$ cat src/rtl/modinv_pkg.sv
// ----------------------------------------------------------------------------
// modinv_pkg
// Shared types, constants and the control store of the modular inverse core.
// ----------------------------------------------------------------------------
package modinv_pkg;

    localparam int DATA_WIDTH = 32;
    localparam int CNT_WIDTH  = $clog2(DATA_WIDTH);
    localparam int PC_WIDTH   = 3;

    typedef logic [DATA_WIDTH-1:0] word_t;
    typedef logic [CNT_WIDTH-1:0]  cnt_t;
    typedef logic [PC_WIDTH-1:0]   pc_t;

    typedef struct packed {
        word_t value;
        word_t modulus;
    } in_item_t;

    typedef struct packed {
        word_t inverse;
        word_t divisor;
    } out_item_t;

    typedef enum logic [2:0] {
        OP_IDLE,
        OP_NOP,
        OP_DIV_INIT,
        OP_DIV_STEP,
        OP_EUCLID_UPD,
        OP_RED_INIT,
        OP_RESULT
    } op_t;

    typedef enum logic [2:0] {
        COND_NEVER,
        COND_ALWAYS,
        COND_NO_START,
        COND_R1_ZERO,
        COND_DIV_MORE,
        COND_OUT_BLOCKED
    } cond_t;

    typedef struct packed {
        op_t   op;
        logic  take_in;
        cond_t cond;
        pc_t   target;
    } ctl_t;

    localparam cnt_t DIV_LAST = cnt_t'(DATA_WIDTH - 1);

    localparam pc_t PC_WAIT     = pc_t'(0);
    localparam pc_t PC_CHECK    = pc_t'(1);
    localparam pc_t PC_DIV_INIT = pc_t'(2);
    localparam pc_t PC_DIV_LOOP = pc_t'(3);
    localparam pc_t PC_UPDATE   = pc_t'(4);
    localparam pc_t PC_RED_INIT = pc_t'(5);
    localparam pc_t PC_RED_LOOP = pc_t'(6);
    localparam pc_t PC_RESULT   = pc_t'(7);

    // control store: jump to target when cond holds, else step on
    // (the last step wraps to the wait step)
    function automatic ctl_t ucode(pc_t pc);
        ctl_t w;
        w = '{op: OP_NOP, take_in: 1'b0, cond: COND_ALWAYS, target: PC_WAIT};
        case (pc)
            PC_WAIT:     w = '{op: OP_IDLE,       take_in: 1'b1,
                               cond: COND_NO_START,    target: PC_WAIT};
            PC_CHECK:    w = '{op: OP_NOP,        take_in: 1'b0,
                               cond: COND_R1_ZERO,     target: PC_RED_INIT};
            PC_DIV_INIT: w = '{op: OP_DIV_INIT,   take_in: 1'b0,
                               cond: COND_NEVER,       target: PC_WAIT};
            PC_DIV_LOOP: w = '{op: OP_DIV_STEP,   take_in: 1'b0,
                               cond: COND_DIV_MORE,    target: PC_DIV_LOOP};
            PC_UPDATE:   w = '{op: OP_EUCLID_UPD, take_in: 1'b0,
                               cond: COND_ALWAYS,      target: PC_CHECK};
            PC_RED_INIT: w = '{op: OP_RED_INIT,   take_in: 1'b0,
                               cond: COND_NEVER,       target: PC_WAIT};
            PC_RED_LOOP: w = '{op: OP_DIV_STEP,   take_in: 1'b0,
                               cond: COND_DIV_MORE,    target: PC_RED_LOOP};
            PC_RESULT:   w = '{op: OP_RESULT,     take_in: 1'b0,
                               cond: COND_OUT_BLOCKED, target: PC_RESULT};
            default:     w = '{op: OP_NOP,        take_in: 1'b0,
                               cond: COND_ALWAYS,      target: PC_WAIT};
        endcase
        return w;
    endfunction

endpackage

$ cat src/rtl/modular_inverse_ext_euclid_core.sv
// ----------------------------------------------------------------------------
// modular_inverse_ext_euclid_core
// Modular inverse and gcd by the extended Euclidean algorithm.
//
// Input channel in_valid/in_stall/in_data carries value and modulus; output
// channel out_valid/out_stall/out_data returns the Bezout coefficient of the
// value reduced modulo the modulus (inverse) and the gcd (divisor). The
// inverse is a true inverse when divisor is one.
// One transaction is worked at a time; in_stall is high from acceptance
// until the sequencer is back at its wait step.
// The number of Euclid steps for a pair is at most about 1.44 * DATA_WIDTH,
// about 47 at 32 bits. Each step runs one division, and the final reduction
// one more; all of them run through one restoring divider that retires one
// quotient bit per cycle.
// The result sits in an output register; the next transaction is accepted
// while it waits. A stalled result holds, and the sequencer waits at its
// last step only when a new result is ready before the old one is taken.
// Reset returns the sequencer to its wait step and empties the output.
// ----------------------------------------------------------------------------
module modular_inverse_ext_euclid_core (
    input  logic                  clk,
    input  logic                  rst_n,
    input  logic                  in_valid,
    output logic                  in_stall,
    input  modinv_pkg::in_item_t  in_data,
    output logic                  out_valid,
    input  logic                  out_stall,
    output modinv_pkg::out_item_t out_data
);

    localparam int W = modinv_pkg::DATA_WIDTH;

    modinv_pkg::pc_t       pc_reg, pc_next;
    modinv_pkg::ctl_t      ctl;
    modinv_pkg::word_t     r0_reg, r0_next;
    modinv_pkg::word_t     r1_reg, r1_next;
    modinv_pkg::word_t     c0_reg, c0_next;
    modinv_pkg::word_t     c1_reg, c1_next;
    logic                  n0_reg, n0_next;
    logic                  n1_reg, n1_next;
    modinv_pkg::word_t     m_reg, m_next;
    modinv_pkg::word_t     rem_reg, rem_next;
    modinv_pkg::word_t     dvd_reg, dvd_next;
    modinv_pkg::word_t     dsr_reg, dsr_next;
    modinv_pkg::word_t     t_reg, t_next;
    modinv_pkg::cnt_t      cnt_reg, cnt_next;
    logic                  out_valid_reg, out_valid_next;
    modinv_pkg::out_item_t out_data_reg, out_data_next;

    logic                  in_take;
    logic                  out_free;
    logic                  cond_hit;
    logic [W:0]            shifted;
    logic                  qbit;
    modinv_pkg::word_t     red;
    modinv_pkg::word_t     inv_val;

    assign ctl      = modinv_pkg::ucode(pc_reg);
    assign in_stall = !ctl.take_in;
    assign in_take  = in_valid && ctl.take_in;
    assign out_free = !out_valid_reg || !out_stall;

    // one restoring division step
    assign shifted = {rem_reg, dvd_reg[W-1]};
    assign qbit    = (shifted >= {1'b0, dsr_reg});

    // final reduction of the coefficient
    assign red     = rem_reg;
    assign inv_val = (m_reg == '0) ? '0
                   : ((n0_reg && (red != '0)) ? (m_reg - red) : red);

    always_comb
    begin
        case (ctl.cond)
            modinv_pkg::COND_NEVER:       cond_hit = 1'b0;
            modinv_pkg::COND_ALWAYS:      cond_hit = 1'b1;
            modinv_pkg::COND_NO_START:    cond_hit = !in_take;
            modinv_pkg::COND_R1_ZERO:     cond_hit = (r1_reg == '0);
            modinv_pkg::COND_DIV_MORE:    cond_hit = (cnt_reg != modinv_pkg::DIV_LAST);
            modinv_pkg::COND_OUT_BLOCKED: cond_hit = !out_free;
            default:                      cond_hit = 1'b0;
        endcase
    end

    assign pc_next = cond_hit ? ctl.target : pc_reg + 1'b1;

    always_comb
    begin
        r0_next        = r0_reg;
        r1_next        = r1_reg;
        c0_next        = c0_reg;
        c1_next        = c1_reg;
        n0_next        = n0_reg;
        n1_next        = n1_reg;
        m_next         = m_reg;
        rem_next       = rem_reg;
        dvd_next       = dvd_reg;
        dsr_next       = dsr_reg;
        t_next         = t_reg;
        cnt_next       = cnt_reg;
        out_valid_next = out_valid_reg && out_stall;
        out_data_next  = out_data_reg;
        case (ctl.op)
            modinv_pkg::OP_IDLE:
            begin
                if (in_take)
                begin
                    r0_next = in_data.modulus;
                    r1_next = in_data.value;
                    c0_next = '0;
                    c1_next = modinv_pkg::word_t'(1);
                    n0_next = 1'b0;
                    n1_next = 1'b0;
                    m_next  = in_data.modulus;
                end
            end
            modinv_pkg::OP_DIV_INIT:
            begin
                rem_next = '0;
                dvd_next = r0_reg;
                dsr_next = r1_reg;
                t_next   = '0;
                cnt_next = '0;
            end
            modinv_pkg::OP_DIV_STEP:
            begin
                rem_next = qbit ? W'(shifted - {1'b0, dsr_reg}) : shifted[W-1:0];
                dvd_next = {dvd_reg[W-2:0], 1'b0};
                // quotient times current coefficient, built msb first
                t_next   = {t_reg[W-2:0], 1'b0} + (qbit ? c1_reg : '0);
                cnt_next = cnt_reg + 1'b1;
            end
            modinv_pkg::OP_EUCLID_UPD:
            begin
                r0_next = r1_reg;
                r1_next = rem_reg;
                c0_next = c1_reg;
                c1_next = c0_reg + t_reg;
                n0_next = n1_reg;
                n1_next = !n1_reg;
            end
            modinv_pkg::OP_RED_INIT:
            begin
                rem_next = '0;
                dvd_next = c0_reg;
                dsr_next = m_reg;
                t_next   = '0;
                cnt_next = '0;
            end
            modinv_pkg::OP_RESULT:
            begin
                if (out_free)
                begin
                    out_valid_next        = 1'b1;
                    out_data_next.inverse = inv_val;
                    out_data_next.divisor = r0_reg;
                end
            end
            modinv_pkg::OP_NOP:
            begin
            end
            default:
            begin
            end
        endcase
    end

    always_ff @(posedge clk or negedge rst_n)
    begin
        if (!rst_n)
        begin
            pc_reg        <= modinv_pkg::PC_WAIT;
            out_valid_reg <= 1'b0;
        end
        else
        begin
            pc_reg        <= pc_next;
            out_valid_reg <= out_valid_next;
        end
    end

    always_ff @(posedge clk)
    begin
        r0_reg       <= r0_next;
        r1_reg       <= r1_next;
        c0_reg       <= c0_next;
        c1_reg       <= c1_next;
        n0_reg       <= n0_next;
        n1_reg       <= n1_next;
        m_reg        <= m_next;
        rem_reg      <= rem_next;
        dvd_reg      <= dvd_next;
        dsr_reg      <= dsr_next;
        t_reg        <= t_next;
        cnt_reg      <= cnt_next;
        out_data_reg <= out_data_next;
    end

    assign out_valid = out_valid_reg;
    assign out_data  = out_data_reg;

endmodule

$ cat config.mk
export PLATFORM = sky130hd
export DESIGN_NAME = modular_inverse_ext_euclid_core
export DESIGN_NICKNAME = d
export VERILOG_FILES = /design/src/rtl/modinv_pkg.sv /design/src/rtl/modular_inverse_ext_euclid_core.sv
export SDC_FILE = /design/constraint.sdc
export NUM_CORES = 1
export LEC_CHECK = 0
export BUFFER_PORTS_ARGS = -buffer_cell sky130_fd_sc_hd__buf_2
export CORE_UTILIZATION = 55
export CTS_CLUSTER_DIAMETER = 50
export CTS_CLUSTER_SIZE = 20
export DETAILED_ROUTE_END_ITERATION = 7
export GPL_TIMING_DRIVEN = 0
export PLACE_DENSITY = 0.73
export SLEW_MARGIN = 10
export SYNTH_ARGS = -nofsm -noshare
export SYNTH_HDL_FRONTEND = slang
export SYNTH_SLANG_ARGS = --single-unit
$ cat constraint.sdc
create_clock -name clk -period 8 [get_ports clk]
set_clock_uncertainty 0.2 [all_clocks]
set_input_delay 0 -clock clk [delete_from_list [all_inputs] [get_ports clk]]
set_output_delay 0 -clock clk [all_outputs]
set_load 0.05 [all_outputs]
==> impl_results.md <==
* Area Growth Syn to Fin at 18.8%
* Critical-path top delay cell: nor4_1
* GRT Overall Usage at 0.359
* Post-route DRC at 0
* Pin count of the biggest net entering global routing at 52
* GRT overflow at 0
* Setup crit end kind: flip-flop
* RSZ-0062 raised after global routing: no
* Top cell type's share of synthesized area at 0.491
* Vias/cell at 6.32
* Fin nets at 2,672
* Reg area at 0.0109 sq mm
* Worst-Skew Late Latency at 0.59 ns
* Post-Syn Instances at 2,178
* Initial Utilization at 0.563
* Initial DRC count at 2,160
* Hold Crit Class: in -> reg
* Max FFs per register at 64
* Number of synthesized register bits at 363
* Post-Syn Nets at 2,380
* Post-Syn Area at 0.0220 sq mm
* Asr flop ratio synth at 0.0110
* Most used DFF post-synth: edfxtp_1
* TritonCTS clock tree: yes
* Hold Violations, Final at 0
* CTS Buf Count at 44
* Total of max-cap violations at 0
* Fin crit share at 0.929
* Slew headroom at 0.123
* # setup viols final at 0
* Worst-margin pin slew at 1.32 ns
* Number of buffers on the longest clock path at 3
* # IOs at 134
* Clock-pin transition on the worst setup and hold timing paths at 0.08 ns
* Post-Route WL at 73.2 mm
* Layout cells sized above 1 at 0.117
* Routed len/inst at 24.2 um
* Crit path cell chain: ha_1 > clkbuf_1 > a21o_1 > a21o_1 > a21oi_2 > o21ai_0 > a211oi_2 > nand2_1 > clkbuf_1 > and2_1 > ha_1 > clkbuf_1 > nand4_1 > nor2_1 > nand2_1 > nor4_1 > o2111a_1 > nor3_1 > a2111oi_2 > mux2i_1
* Gpl congestion at 0.955
* Pre-CTS setup slack at 0.905 ns
* CTS Sinks at 363
* Max Clk Rate at 135 MHz
* Number of diodes at 0
* Row Count at 72
* Post-synth EDFFs at 359
* CTS root buf: clkbuf_16
* Worst path required time at 8.12 ns
* Final Slew Violations at 0
* Die width at 202 um
* Top post-synthesis cells by area: edfxtp_1, ha_1, nand2_1
* Most common cell on crit path: clkbuf_1
* First-pass GRT wire length at 110 mm
* Vias in the first global route at 18,300
* PortBufs at 133
* Fin worst setup slack at 0.568 ns
* Die ar. at 0.0407 sq mm
* Outcome: finished, final reports clean
* Synth area leader: edfxtp_1
* Mean post-synth cell area at 10.1 sq um
* Syn. warnings at 0
* Core ar. at 0.0390 sq mm
* Die height at 202 um
* Detail Route Antenna Nets at 0
* Netlist cell types at 81
* Post-synth top cells: edfxtp_1, nand2_1, a21oi_1
* Worst Path Max Fanout at 10
* Setup crit start kind: flip-flop
* Drt pass-1 iters at 6
* H-tree depth at 2
* Layout fillers at 3,030
* Dpl hpwl at 54.2 mm
* Multi-input logic area at 0.0103 sq mm
* Worst Path Class, Setup: reg -> reg
* Count leader, synth: edfxtp_1
* WP data arrival at 7.55 ns
* DR vias at 19,100
* Slowest stage delay, CP at 1.02 ns
* Post-route minimum period at 7.43 ns
* Initial antenna violation count at 2
* Register area share after synthesis at 0.495
[critical path, delay by kind of cell, from the launching register on]
kind	cells	cell delay (ns)
flip-flops	1	0.53
multiplexers	1	0.15
adder cells (fa/ha/maj)	2	0.61
AO/OA/AOI/OAI	7	2.58
buffers and inverters	3	0.79
AND/OR/NAND/NOR	7	2.32
[area by class of cell]
type	instances	area share
Multi-Input combinational cell	1610	0.395
Tap cell	518	0.0248
Clock inverter	34	0.0168
Timing Repair Buffer	246	0.0718
Clock buffer	46	0.0433
Sequential cell	363	0.417
Buffer	95	0.0151
Inverter	110	0.0158
[layer usage]
| metal | part of all wire | track usage | up-vias | routed length [um] |
|---|---|---|---|---|
| met5 | 0 | 0 | - | 0 |
| met4 | 0.041 | 0.153 | 0 | 3000 |
| met3 | 0.090 | 0.0553 | 161 | 6620 |
| met2 | 0.45 | 0.565 | 1014 | 33300 |
| met1 | 0.41 | 0.497 | 9266 | 30300 |
| li1 | - | - | 8669 | - |
[repair_timing]
item                      4_1_cts  5_1_grt
hold buffers                  101        0
hold endpoints to repair      176        0
gates resized for setup         0        0
setup buffers                   0        0
[kinds of logic after synthesis]
logic type	Yosys count	share of synthesized area
buffers and inverters	205	0.0367
AND/OR/NAND/NOR	795	0.170
flip-flops	363	0.495
XOR/XNOR	66	0.0263
multiplexers	46	0.0228
AO/OA/AOI/OAI	569	0.171
adder cells (fa/ha/maj)	134	0.0777
[placed cells by master, fill, tap and decap left out, types with 15 or more instances in the layout]
cell type / n
nand2b_1: 20
nand2_1: 315
a31oi_1: 15
nand3_1: 70
inv_1: 110
a21oi_1: 140
and2_1: 74
nor4_1: 29
and3_1: 20
clkbuf_1: 81
xnor2_1: 44
dlygate4sd3_1: 101
o21a_1: 28
a22oi_1: 32
buf_2: 139
a21o_1: 55
clkbuf_16: 45
mux2_2: 32
a211oi_1: 33
nand4_1: 19
ha_1: 130
xor2_1: 22
nor3_1: 58
o21ai_0: 128
nor2_1: 133
edfxtp_1: 359
[worst paths after layout]
check                                    end  cells past startpoint  slack, ns       start
worst max-delay path               t_reg[31]                     20       0.57     red[25]
worst min-delay path               r0_reg[7]                      4       0.05  in_data[7]
worst max register to register     t_reg[31]                     20       0.57     red[25]
worst min register to register  out_data[12]                      0       0.24  r0_reg[12]
max in group asynchronous          pc_reg[0]                      3       7.30       rst_n
min in group asynchronous          pc_reg[2]                      3       0.13       rst_n
[through the flow]
stage               setup TNS, ns  cells  area (sq um)  hold slack (ns)  utilization
detailed placement              0   2841         23500           -0.388        0.603
finish                          0   3022         26100           0.0467        0.669
floorplan                       0   2178         22000           -0.496            -
global route                    0   3022         26100           0.0276        0.669
CTS                             0   3022         26100           0.0115        0.669
global placement          -367.08   2829         23300           -0.390        0.597
Power is not shown: default switching activity piles up to over one toggle a cycle in this logic, so the estimate is an artifact.
